### config.mk
export PLATFORM = sky130hd
export DESIGN_NAME = fbpa_ctrl
export DESIGN_NICKNAME = d
export VERILOG_FILES = /design/src/rtl/fbpa_pkg.sv /design/src/rtl/fbpa_ctrl.sv
export VERILOG_INCLUDE_DIRS = /design/src /design/src/rtl
export SDC_FILE = /design/constraint.sdc
export NUM_CORES = 1
export LEC_CHECK = 0
export BUFFER_PORTS_ARGS = -buffer_cell sky130_fd_sc_hd__clkbuf_2
export CAP_MARGIN = 10
export CORE_AREA = 2 2 39 41
export DETAILED_ROUTE_END_ITERATION = 16
export DIE_AREA = 0 0 41 43
export SYNTH_ARGS = -nofsm -noshare
export SYNTH_HDL_FRONTEND = slang
export SYNTH_SLANG_ARGS = --single-unit
### constraint.sdc
create_clock -name i_clk -period 1.22 [get_ports i_clk]
set_input_delay 0.122 -clock i_clk [delete_from_list [all_inputs] [get_ports i_clk]]
set_output_delay 0.122 -clock i_clk [all_outputs]
set_load 0.05 [all_outputs]
### src/rtl/assert_macros.svh
// assertion macros shared by the pool allocator modules
`ifndef ASSERT_MACROS_SVH
`define ASSERT_MACROS_SVH

// checked only outside reset
`define FBPA_ASSERT(lbl, clk, rst_n, prop, msg) \
    lbl: assert property (@(posedge clk) disable iff (!rst_n) prop) else $error(msg);

// checked at every edge, reset included
`define FBPA_ASSERT_ALWAYS(lbl, clk, prop, msg) \
    lbl: assert property (@(posedge clk) prop) else $error(msg);

`endif

### src/rtl/fbpa_pkg.sv
// shared types and constants of the fixed block pool allocator
package fbpa_pkg;

    localparam int ADDR_W         = 32;
    localparam int SIZE_W         = 16;
    localparam int ALIGN_W        = 4;
    localparam int COUNT_W        = 11;
    localparam int STATUS_W       = 3;
    localparam int STRIDE_W       = 17;
    localparam int LEN_W          = STRIDE_W + COUNT_W;
    localparam int POOL_DEPTH_DEF = 1024;
    localparam int PADDR_W        = 4;
    localparam int PDATA_W        = 32;

    localparam logic [ADDR_W-1:0]  BASE_RST  = '0;
    localparam logic [SIZE_W-1:0]  SIZE_RST  = 16'd16;
    localparam logic [ALIGN_W-1:0] ALIGN_RST = 4'd2;
    localparam logic [COUNT_W-1:0] MAXOB_RST = 11'd1024;

    localparam logic [1:0] REG_BASE  = 2'd0;
    localparam logic [1:0] REG_SIZE  = 2'd1;
    localparam logic [1:0] REG_ALIGN = 2'd2;
    localparam logic [1:0] REG_MAXOB = 2'd3;

    localparam logic [STATUS_W-1:0] ST_GRANTED = 3'd0;
    localparam logic [STATUS_W-1:0] ST_EMPTY   = 3'd1;
    localparam logic [STATUS_W-1:0] ST_FREED   = 3'd2;
    localparam logic [STATUS_W-1:0] ST_IGNORED = 3'd3;
    localparam logic [STATUS_W-1:0] ST_DROPPED = 3'd4;

    localparam logic MODE_ALLOC = 1'b0;

    typedef struct packed {
        logic [ADDR_W-1:0]  base_address;
        logic [SIZE_W-1:0]  object_size;
        logic [ALIGN_W-1:0] alignment_log2;
        logic [COUNT_W-1:0] max_objects;
    } t_cfg;

    typedef struct packed {
        logic latch;
        logic calc;
        logic exec;
        logic load;
    } t_cmd;

endpackage

### src/rtl/fbpa_ctrl.sv
// request sequencer and handshake control of the pool allocator
`include "assert_macros.svh"

module fbpa_ctrl (
    input  logic             i_clk,
    input  logic             i_rst_n,
    input  logic             i_in_valid,
    output logic             o_in_stall,
    output logic             o_out_valid,
    input  logic             i_out_stall,
    output fbpa_pkg::t_cmd   o_cmd
);
    import fbpa_pkg::*;

    localparam logic [1:0] S_IDLE = 2'd0;
    localparam logic [1:0] S_CALC = 2'd1;
    localparam logic [1:0] S_EXEC = 2'd2;
    localparam logic [1:0] S_LOAD = 2'd3;

    logic [1:0] r_state;
    logic [1:0] n_state;
    logic       r_out_valid;
    logic       n_out_valid;
    logic       accept;
    logic       out_free;

    assign o_in_stall  = (r_state != S_IDLE);
    assign accept      = i_in_valid && !o_in_stall;
    assign out_free    = !r_out_valid || !i_out_stall;
    assign o_out_valid = r_out_valid;

    assign o_cmd.latch = accept;
    assign o_cmd.calc  = (r_state == S_CALC);
    assign o_cmd.exec  = (r_state == S_EXEC);
    assign o_cmd.load  = (r_state == S_LOAD) && out_free;

    always_comb begin
        n_state = r_state;
        unique case (r_state)
            S_IDLE: begin
                if (accept) begin
                    n_state = S_CALC;
                end
            end
            S_CALC: n_state = S_EXEC;
            S_EXEC: n_state = S_LOAD;
            S_LOAD: begin
                if (out_free) begin
                    n_state = S_IDLE;
                end
            end
            default: n_state = S_IDLE;
        endcase
    end

    always_comb begin
        n_out_valid = r_out_valid;
        if (o_cmd.load) begin
            n_out_valid = 1'b1;
        end else if (!i_out_stall) begin
            n_out_valid = 1'b0;
        end
    end

    always_ff @(posedge i_clk) begin
        if (!i_rst_n) begin
            r_state     <= S_IDLE;
            r_out_valid <= 1'b0;
        end else begin
            r_state     <= n_state;
            r_out_valid <= n_out_valid;
        end
    end

    `FBPA_ASSERT(a_accept_starts, i_clk, i_rst_n, accept |=> (r_state == S_CALC), "accept not followed by calc")
    `FBPA_ASSERT(a_result_from_load, i_clk, i_rst_n, $rose(r_out_valid) |-> ($past(r_state) == S_LOAD), "result raised outside load")
    `FBPA_ASSERT_ALWAYS(a_reset_clears_out, i_clk, !i_rst_n |=> !r_out_valid, "reset left result valid")

endmodule

-- After elaboration in Yosys (flattened, before gate mapping)
Cells that the tools add are included.
- register bits after elaboration: 3
- input bits: 4
- output and inout port bits: 6
- word-level logic and storage cells: 22
- equal/unequal tests: 6
- multiplexer cells: 5
- reductions and logical operators: 9
- operator list (cell ; count):
    2-bit case mux with 4 select lines ; 1
    2-bit == test (second input constant) ; 2
    2-bit two-way mux ; 2
    2-bit inequality test (second input constant) ; 2
    1-bit logical NOT ; 3
    2-bit by 1-bit == test with 1-bit output (second input constant) ; 1
    1-bit logical AND ; 2
    2-bit logical NOT ; 1
    1-bit two-way mux ; 2
    2-bit by 1-bit inequality test with 1-bit output (second input constant) ; 1
    2-bit AND reduction ; 1
    2-bit nonzero test ; 1
    1-bit logical OR ; 1

-- Longest topological paths before layout
Gate-level depths: netlist of run 1.
- word-level depth: 5
- mapped depth: 5
- depth with buffers taken out: 5

-- Worst setup path after synthesis of run 1
Ideal clock, no wire load.
- path type: register to register
- start: reg r_state[0]
- end: reg r_state[0]
- setup time: 0.072 ns
- arrival: 1.352 ns
- path slack: -0.204 ns
- stages on the path, launching flop included: 6
- path buffers: 0
- clock period less this slack: 1.424 ns
- cells stage by stage: dfxtp_1 inv_1 ha_1 inv_1 o21a_1 mux2i_1
- longest elaborated chain between the ends: 5
- elaborated cells on any way between the ends: 11
- ends and longest elaborated chain (item ; RTL line ; source):
    start, declared ; fbpa_ctrl.sv:20 ; logic [1:0] r_state;
    start signal, assigned ; fbpa_ctrl.sv:70 ; r_state <= n_state;
    2-bit nonzero test ; fbpa_ctrl.sv:27 ; assign o_in_stall = (r_state != S_IDLE);
    net o_in_stall ; fbpa_ctrl.sv:8 ; output logic o_in_stall,
    1-bit logical NOT ; fbpa_ctrl.sv:28 ; assign accept = i_in_valid && !o_in_stall;
    1-bit logical AND ; fbpa_ctrl.sv:28 ;
    2-bit inequality test (no line) ; -- ;
    2-bit AND reduction (no line) ; -- ;
The timed path passes the listed nets, and every way through them passes these cells.
A chain may end at the register's enable or synchronous reset.

==> results of run 1 <==
synth_stat cells, types with 2 or more instances:
cell type	n
mux2i_1	2
inv_1	3
dfxtp_1	3
ha_1	5
buf_4	2
nand2_1	3
per-layer routing:
metal | routed length (um) | share of wire [%] | GRT usage (%) | vias to the layer above
met5 | 0 | 0 | 0 | -
met1 | 200 | 42 | 6.39 | 93
li1 | - | - | - | 108
met4 | 0 | 0 | 8.00 | 0
met2 | 242 | 51 | 8.44 | 8
met3 | 29 | 6.1 | 6.28 | 0
cell type report:
class,instances,share of cell area (%)
multi-input combinational,17,39.8
timing repair buffer,12,28.9
sequential,3,15.8
clock buffer,4,6.14
inverter,3,4.68
tap,16,4.68
stage by stage:
stage	util, %	std cells	total power, mW
6_report	30.9	55	1.13
5_1_grt	30.9	55	1.22
4_1_cts	29.1	53	1.06
3_5_place_dp	21.2	48	0.701
3_3_place_gp	21.2	48	0.686
2_1_floorplan	-	25	0.626
critical path, cell delays in order (launching register included):
cell and delay, ns:
dfxtp_4 0.38, inv_4 0.05, ha_4 0.16, and2_4 0.14
clkbuf_16 0.16
flip-flops by register name, summed over array words and instances, names as in the netlist:
register     cells
r_state          2
o_out_valid      1
power breakdown:
group          internal (mW)  total [mW]  switching [mW]
Sequential             0.143       0.199          0.0553
Combinational          0.356       0.757           0.401
Clock                  0.123       0.173          0.0509
worst paths after layout:
path                                               from                      end  cells past startpoint
worst max-delay path            r_state[0]$_SDFFE_PN0P_                 o_cmd[3]                      4
worst min-delay path                            i_rst_n  r_state[1]$_SDFFE_PN0P_                      3
worst max register to register  r_state[1]$_SDFFE_PN0P_  r_state[0]$_SDFFE_PN0P_                      5
worst min register to register  r_state[1]$_SDFFE_PN0P_  r_state[1]$_SDFFE_PN0P_                      2
timing repair:
action | CTS | global route
endpoints found under the setup margin | 4 | 5
buffers inserted | 1 | 2
cloned | 0 | 0
pin swaps | 1 | 1
gates resized for setup | 19 | 6
logic make-up after synthesis:
logic type | after synthesis
DFF | 3
adders and majority gates | 5
and+or+nand+nor | 6
AOI/OAI and AO/OA | 4
buffers and inverters | 5
muxes | 2
==> impl_metrics.py, run 1 <==
metrics = {
    "clock_network": {
        "cts_htree_levels": 1,
        "cts_tree": "yes",
        "cts_made_buffers": 3,
        "cts.sinks": 3,
        "hold_buffers": 0,
        "clk_pin_slew_ns": 0.04,
        "clockRootBuffer": "clkbuf_4",
        "clock_latency_ns": 0.23,
        "clock_path_buffers": 2,
    },
    "grt": {
        "grt_pass1_vias": 197,
        "grt_pass1_wl_um": 717,
        "grt_overflow": 0,
        "grt_max_degree": 6,
        "antenna_found_initial": 0,
        "grt.total_usage_pct": 7.11,
    },
    "sta": {
        "fin_crit_sh_pct": 102,
        "relSlewSlack_pct": 81.8,
        "final.setup.tns_ns": -0.0209,
        "setup_ws_ns": -0.0209,
        "tightest_slew_ns": 0.274,
        "post-route-min-period_ns": 1.24,
        "fmax_ghz": 0.806,
        "timing.final.hold_violations": 0,
        "rsz0062_at_grt": "yes",
        "whs_ns": 0.168,
        "clock_skew_ns": 0.00321,
        "maxSlewViolCount": 0,
        "finalSetupViolCount": 1,
    },
    "logic_synthesis": {
        "synth_area_um2": 224,
        "synth_top_family_by_area": "adder cells",
        "yosys.area.top_type": "ha_1",
        "synthCells": 25,
        "yosysSeqAreaShare_pct": 26.8,
        "synthMuxAreaShare_pct": 8.94,
        "synthSimpleGateAreaFrac_pct": 13.4,
        "ys_warn_count": 0,
        "synth_area_leaders": "ha_1 (28%), dfxtp_1 (27%), mux2i_1 (8.9%), buf_4 (6.7%), inv_1 (5.0%)",
        "synth_top_area_share_pct": 27.9,
        "synth-edff-count": 0,
        "synth.net_count": 34,
        "avgSynthCellArea_um2": 8.96,
        "ys_ff_latch": 3,
        "synth_xor_area_share_pct": 0,
        "async_flop_share_pct": 0,
        "synth-compound-area-share_pct": 11.2,
        "yosys.area_share.adder_pct": 27.9,
        "ys_types": 13,
        "synth_ff_type": "dfxtp_1",
    },
    "drt": {
        "drt_iter0_markers": 1,
        "drt-pass1-iter-count": 2,
        "vias_per_cell": 3.80,
        "totalWireLength_um": 472,
        "drc": 0,
        "ant_nets": 0,
        "vias": 209,
        "wl_per_cell_um": 8.58,
    },
    "placement": {
        "io_buffer_count": 9,
        "place.gp.congestion": 0.727,
        "place_area_um2": 293,
        "pre_cts_ws_ns": 0.0723,
        "dpl.hpwl_um": 345,
    },
    "run_status": {
        "failed_checks": "negative setup slack",
        "status": "finished with violations",
    },
    "floorplan": {
        "die_x_um": 41,
        "io_pins": 10,
        "core-area_um2": 1380,
        "die-area_um2": 1760,
        "std_cell_rows": 14,
        "initial_utilization_pct": 16.2,
        "die_h_um": 43,
    },
    "worst_setup_path": {
        "crit_fanout": 4,
        "end_kind": "output port",
        "startpoint_type": "register",
        "regToRegSetupSlack_ns": 0.11,
        "worstSetupPathType": "reg -> out",
        "arrival_ns": 1.12,
        "critPathRequiredTime_ns": 1.10,
    },
    "cells_and_area": {
        "multi_input_area_um2": 170,
        "final_common_cell": "clkbuf_2",
        "antenna_cells": 0,
        "layout-drive-gt1-share_pct": 64.1,
        "final_cell_mix": "clkbuf_2 (4), nand2_1 (3), clkbuf_4 (3), buf_8 (3), buf_4 (3)",
        "layout.area.seq_um2": 67.6,
        "fillCellCount": 151,
        "fin_area_um2": 428,
        "final_nets": 49,
        "syn_to_final_growth_pct": 91.1,
    },
    "power": {
        "power_density_nw_per_um2": 2640,
        "leakage_nw": 0.186,
        "peakVddDrop_uv": 846,
    },
    "job": {
        "drv_cap": 0,
    },
    "hold_path": {
        "min_path_type": "in -> reg",
    },
}
No activity file was read; power rests on OpenSTA's default activity.
==> inputs of run 2 (changes only) <==
--- a/config.mk
+++ b/config.mk
@@ -6,7 +6,7 @@
 export SDC_FILE = /design/constraint.sdc
 export NUM_CORES = 1
 export LEC_CHECK = 0
-export BUFFER_PORTS_ARGS = -buffer_cell sky130_fd_sc_hd__clkbuf_2
+export BUFFER_PORTS_ARGS = -buffer_cell sky130_fd_sc_hd__buf_4
 export CAP_MARGIN = 10
 export CORE_AREA = 2 2 39 41
 export DETAILED_ROUTE_END_ITERATION = 16
==> run 2 against run 1 <==
Net effect: the run now ends clean; sequential cell count did not move; total power fell by 9.1%; fmax rose by 2.8%; design area fell by 7.6%; critical path type unchanged; critical endpoint unchanged.
==> impl_metrics.py, run 2 (synthesis results as in run 1) <==
metrics = {
    "worst_setup_path": {
        "end_kind": "output port",
        "cp_cell_sequence": "inv_4 -> ha_4 -> and2_4 -> buf_8",
        "crit_path_top_delay_cell": "dfxtp_4",
        "cpPeakStageDelay_ns": 0.37,
        "crit_family": "flip-flops",
        "critPathRequiredTime_ns": 1.10,
        "crit_fanout": 4,
        "worstSetupPathType": "reg -> out",
        "startpoint_type": "register",
        "critPathBufInv": 2,
        "arrival_ns": 1.08,
    },
    "placement": {
        "dpl.hpwl_um": 322,
        "io_buffer_count": 9,
        "place.gp.congestion": 0.668,
    },
    "cells_and_area": {
        "antenna_cells": 0,
        "fillCellCount": 150,
        "largest_reg_flops": 2,
        "final_nets": 47,
        "layout-drive-gt1-share_pct": 59.5,
        "multi_input_area_um2": 168,
        "final_common_cell": "buf_4",
        "fin_util_pct": 28.6,
        "layout.area.seq_um2": 67.6,
        "syn_to_final_growth_pct": 76.5,
        "final_cell_mix": "buf_4 (6), nand2_1 (3), ha_1 (3), clkbuf_4 (3), buf_6 (3)",
        "regMostFlops": "r_state",
    },
    "hold_path": {
        "min_path_type": "in -> reg",
    },
    "grt": {
        "grt_max_degree": 6,
        "antenna_found_initial": 0,
        "grt_overflow": 0,
        "grt_pass1_vias": 197,
        "grt.total_usage_pct": 6.91,
        "grt_pass1_wl_um": 690,
    },
    "sta": {
        "final.setup.tns_ns": 0,
        "fin_crit_sh_pct": 98.9,
        "finalSetupViolCount": 0,
        "clock_skew_ns": 0.00102,
        "timing.final.hold_violations": 0,
        "post-route-min-period_ns": 1.21,
        "rsz0062_at_grt": "yes",
        "relSlewSlack_pct": 90.9,
        "tightest_slew_ns": 0.133,
        "maxSlewViolCount": 0,
        "fmax_ghz": 0.829,
    },
    "floorplan": {
        "die_x_um": 41,
        "die_h_um": 43,
        "std_cell_rows": 14,
        "initial_utilization_pct": 16.2,
        "core-area_um2": 1380,
        "io_pins": 10,
        "die-area_um2": 1760,
    },
    "power": {
        "p_clk_share_pct": 16.5,
        "p_total_mw": 1.03,
        "p_int_mw": 0.538,
        "peakVddDrop_uv": 767,
        "power_density_nw_per_um2": 2600,
        "switching_share_pct": 47.6,
        "pwr-share-seq_pct": 19.1,
        "netSwitchingPower_mw": 0.488,
        "leakage_nw": 0.172,
        "pwr-share-comb_pct": 64.5,
    },
    "clock_network": {
        "cts_tree": "yes",
        "clk_pin_slew_ns": 0.03,
        "cts_htree_levels": 1,
        "hold_buffers": 0,
        "clockRootBuffer": "clkbuf_4",
        "clock_latency_ns": 0.23,
        "cts.sinks": 3,
        "cts_made_buffers": 3,
        "clock_path_buffers": 2,
    },
    "drt": {
        "vias_per_cell": 3.94,
        "wl_per_cell_um": 8.85,
        "ant_nets": 0,
        "totalWireLength_um": 469,
        "drc": 0,
        "drt-pass1-iter-count": 2,
        "vias": 209,
        "drt_iter0_markers": 5,
    },
    "job": {
        "drv_cap": 0,
    },
    "run_status": {
        "status": "complete, no violations",
    },
}
run 2: cell count changes in the layout (fill, tap and decap cells not counted), moves of 2 or more:
cell and change:
buf_4 +3, buf_6 +2, buf_8 -2, clkbuf_2 -4
run 2: layout make-up:
class / instances / share of cell area [%]
repair buffers: 10 / 23.7
flip-flops and latches: 3 / 17.1
well taps: 16 / 5.06
inverters: 3 / 5.06
multi-input cells: 17 / 42.4
clock buffers: 4 / 6.65
run 2: per-stage QoR:
step | worst slack (ns) | hold WS, ns | std cells | area (um2)
2_1_floorplan | -0.0676 | 0.250 | 25 | 243
3_3_place_gp | 0.141 | 0.377 | 48 | 315
3_5_place_dp | 0.137 | 0.383 | 48 | 315
4_1_cts | 0.00297 | 0.148 | 53 | 382
5_1_grt | -0.0277 | 0.172 | 53 | 395
6_report | 0.0134 | 0.155 | 53 | 395
run 2: power groups by stage:
stage          registers [mW]  logic (mW)  clock network, mW
6_report                0.196       0.661              0.169
5_1_grt                 0.200       0.712              0.187
4_1_cts                 0.188       0.623              0.179
2_1_floorplan           0.174       0.452                  0
3_5_place_dp            0.168       0.564                  0
3_3_place_gp            0.171       0.559                  0
run 2: per-layer routing:
layer | vias to the layer above | wire (um) | track usage, %
li1 | 105 | - | -
met1 | 90 | 172 | 4.47
met2 | 12 | 224 | 10.0
met3 | 2 | 52 | 5.76
met4 | 0 | 20 | 8.00
met5 | - | 0 | 0
run 2: path summary, 6_finish.rpt:
kind	start	endpoint	slack [ns]	depth (start not counted)
worst max-delay path	r_state[1]$_SDFFE_PN0P_	o_cmd[3]	0.01	4
worst min-delay path	i_rst_n	o_out_valid$_SDFFE_PN0P_	0.16	2
worst max register to register	r_state[0]$_SDFFE_PN0P_	r_state[1]$_SDFFE_PN0P_	0.13	5
worst min register to register	r_state[1]$_SDFFE_PN0P_	r_state[1]$_SDFFE_PN0P_	0.52	2
run 2: what timing repair did:
item / CTS / global route
buffers inserted: 1 / 0
setup endpoints to repair: 2 / 5
cloned: 0 / 0
pin swaps: 0 / 1
resized for setup: 10 / 4
==> inputs of run 3 (changes only) <==
--- a/config.mk
+++ b/config.mk
@@ -8,9 +8,14 @@
 export LEC_CHECK = 0
 export BUFFER_PORTS_ARGS = -buffer_cell sky130_fd_sc_hd__buf_4
 export CAP_MARGIN = 10
+export CELL_PAD_IN_SITES_DETAIL_PLACEMENT = 1
+export CELL_PAD_IN_SITES_GLOBAL_PLACEMENT = 2
 export CORE_AREA = 2 2 39 41
+export CTS_CLUSTER_SIZE = 16
 export DETAILED_ROUTE_END_ITERATION = 16
 export DIE_AREA = 0 0 41 43
+export PLACE_DENSITY_LB_ADDON = 0.1
+export SETUP_SLACK_MARGIN = 0.1
 export SYNTH_ARGS = -nofsm -noshare
 export SYNTH_HDL_FRONTEND = slang
 export SYNTH_SLANG_ARGS = --single-unit
==> run 3 against run 2 <==
Net effect: largest power group unchanged; fmax fell by 0.91%; die area is the same; global-route usage increased by 2.0 points; via count rose by 8.1%; non-clock buffer count rose by 3; combinational power up 21%; critical path depth did not move; setup slack worse by 0.011 ns; largest cell class unchanged; sequential share of layout area decreased by 2.0 points; utilization is 4.4 points higher.
==> impl_metrics.py, run 3 (synthesis results as in run 1) <==
metrics = {
    "floorplan": {
        "die-area_um2": 1760,
        "io_pins": 10,
        "initial_utilization_pct": 16.2,
        "die_h_um": 43,
        "die_x_um": 41,
        "std_cell_rows": 14,
        "core-area_um2": 1380,
    },
    "cells_and_area": {
        "layout.area.seq_um2": 68.8,
        "fillCellCount": 162,
        "largest_reg_flops": 2,
        "final_cell_mix": "buf_4 (8), buf_8 (4), nand2_1 (3), ha_4 (3), clkbuf_4 (3)",
        "regMostFlops": "r_state",
        "syn_to_final_growth_pct": 104,
        "multi_input_area_um2": 190,
        "layout-drive-gt1-share_pct": 70.0,
        "final_nets": 50,
        "final_common_cell": "buf_4",
        "antenna_cells": 0,
    },
    "grt": {
        "grt_use_met3_pct": 8.38,
        "antenna_found_initial": 0,
        "gr-usage-met2_pct": 12.8,
        "grt_max_degree": 6,
        "grt_util_met1_pct": 7.35,
        "grt.total_usage_pct": 8.92,
        "grt_pass1_vias": 227,
        "grt-busiest-layer": "met2",
        "grt_pass1_wl_um": 917,
        "grt_overflow": 0,
    },
    "sta": {
        "fin_crit_sh_pct": 99.8,
        "tightest_slew_ns": 0.126,
        "maxSlewViolCount": 0,
        "clock_skew_ns": 0.00289,
        "post-route-min-period_ns": 1.22,
        "setup_ws_ns": 0.00229,
        "timing.final.hold_violations": 0,
        "rsz0062_at_grt": "yes",
        "finalSetupViolCount": 0,
        "whs_ns": 0.141,
        "relSlewSlack_pct": 91.4,
        "fmax_ghz": 0.821,
    },
    "drt": {
        "totalWireLength_um": 552,
        "wl_per_cell_um": 9.86,
        "vias_per_cell": 4.04,
        "ant_nets": 0,
        "drc": 0,
        "drt-pass1-iter-count": 2,
        "drt_iter0_markers": 2,
        "vias": 226,
    },
    "worst_setup_path": {
        "crit_fanout": 3,
        "startpoint_type": "register",
        "worstSetupPathType": "reg -> out",
        "cp-endpoint": "o_cmd[3]",
        "r2r_cells": 5,
        "critPathRequiredTime_ns": 1.10,
        "arrival_ns": 1.10,
        "end_kind": "output port",
        "regToRegSetupSlack_ns": 0.08,
        "timing.rr.start": "r_state[1]$_SDFFE_PN0P_",
        "cp-startpoint": "r_state[1]$_SDFFE_PN0P_",
        "r2r-end": "r_state[0]$_SDFFE_PN0P_",
    },
    "clock_network": {
        "cts_made_buffers": 3,
        "cts.sinks": 3,
        "clockRootBuffer": "clkbuf_4",
        "clock_latency_ns": 0.24,
        "cts_htree_levels": 1,
        "hold_buffers": 0,
        "cts_tree": "yes",
        "clk_pin_slew_ns": 0.04,
        "clock_path_buffers": 2,
    },
    "placement": {
        "dpl.hpwl_um": 395,
        "io_buffer_count": 9,
        "place.gp.congestion": 0.675,
        "pre_cts_ws_ns": 0.0932,
    },
    "power": {
        "leakage_nw": 0.191,
        "power_density_nw_per_um2": 2570,
        "peakVddDrop_uv": 773,
    },
    "run_status": {
        "status": "complete, no violations",
    },
    "job": {
        "drv_cap": 0,
    },
    "hold_path": {
        "min_path_type": "in -> reg",
    },
}
==> run 3: cell count changes in the layout (fill, tap and decap cells not counted), moves of 2 or more <==
cell,change
buf_8,+3
ha_1,-2
buf_6,-2
buf_4,+2
==> run 3: where the power goes <==
part | switching [mW] | internal [mW] | leakage, nW
registers | 0.0514 | 0.144 | 0.0264
clock network | 0.0546 | 0.123 | 0.0150
logic | 0.429 | 0.370 | 0.150
total | 0.535 | 0.637 | 0.191
==> run 3: what timing repair did <==
item,CTS,global route
endpoints found under the setup margin,6,7
resized for setup,16,7
buffers inserted,4,0
hold endpoints to repair,0,0
==> run 3: worst min-delay path by stage <==
stage,cells after the start,endpoint,from,slack (ns)
3_3_place_gp,2,o_out_valid$_SDFFE_PN0P_,i_rst_n,0.38
4_1_cts,2,o_out_valid$_SDFFE_PN0P_,i_rst_n,0.13
5_1_grt,2,o_out_valid$_SDFFE_PN0P_,i_rst_n,0.14
3_5_place_dp,2,o_out_valid$_SDFFE_PN0P_,i_rst_n,0.39
2_1_floorplan,1,o_out_valid$_SDFFE_PN0P_,i_rst_n,0.25
6_report,2,o_out_valid$_SDFFE_PN0P_,i_rst_n,0.14
==> run 3: per-layer routing <==
metal | share of wire, % | up-vias
met5 | 0 | -
met4 | 2.5 | 0
met3 | 13 | 2
met2 | 54 | 12
met1 | 30 | 102
li1 | - | 110
==> run 3: cell type report <==
cell class | instances | area share, %
tap | 16 | 4.38
sequential | 3 | 15.1
inverter | 3 | 4.38
multi-input combinational | 17 | 41.6
timing repair buffer | 13 | 28.8
clock buffer | 4 | 5.75
==> run 3: stage by stage <==
| step | cells | utilization (%) | power, mW | instance area (um2) | TNS, ns |
|---|---|---|---|---|---|
| after global routing | 56 | 33.0 | 1.27 | 457 | -0.122 |
| final | 56 | 33.0 | 1.17 | 457 | 0 |
| after CTS | 56 | 30.8 | 1.14 | 427 | -0.00925 |
| after global placement | 48 | 22.9 | 0.739 | 317 | 0 |
| after detailed placement | 48 | 22.9 | 0.748 | 317 | 0 |
| after floorplan | 25 | - | 0.626 | 244 | -0.131 |
==> run 3: worst max-delay path: stages (launching register included) <==
cell	delay [ns]
dfxtp_4	0.37
inv_4	0.05
ha_4	0.16
and2_4	0.13
buf_8	0.14
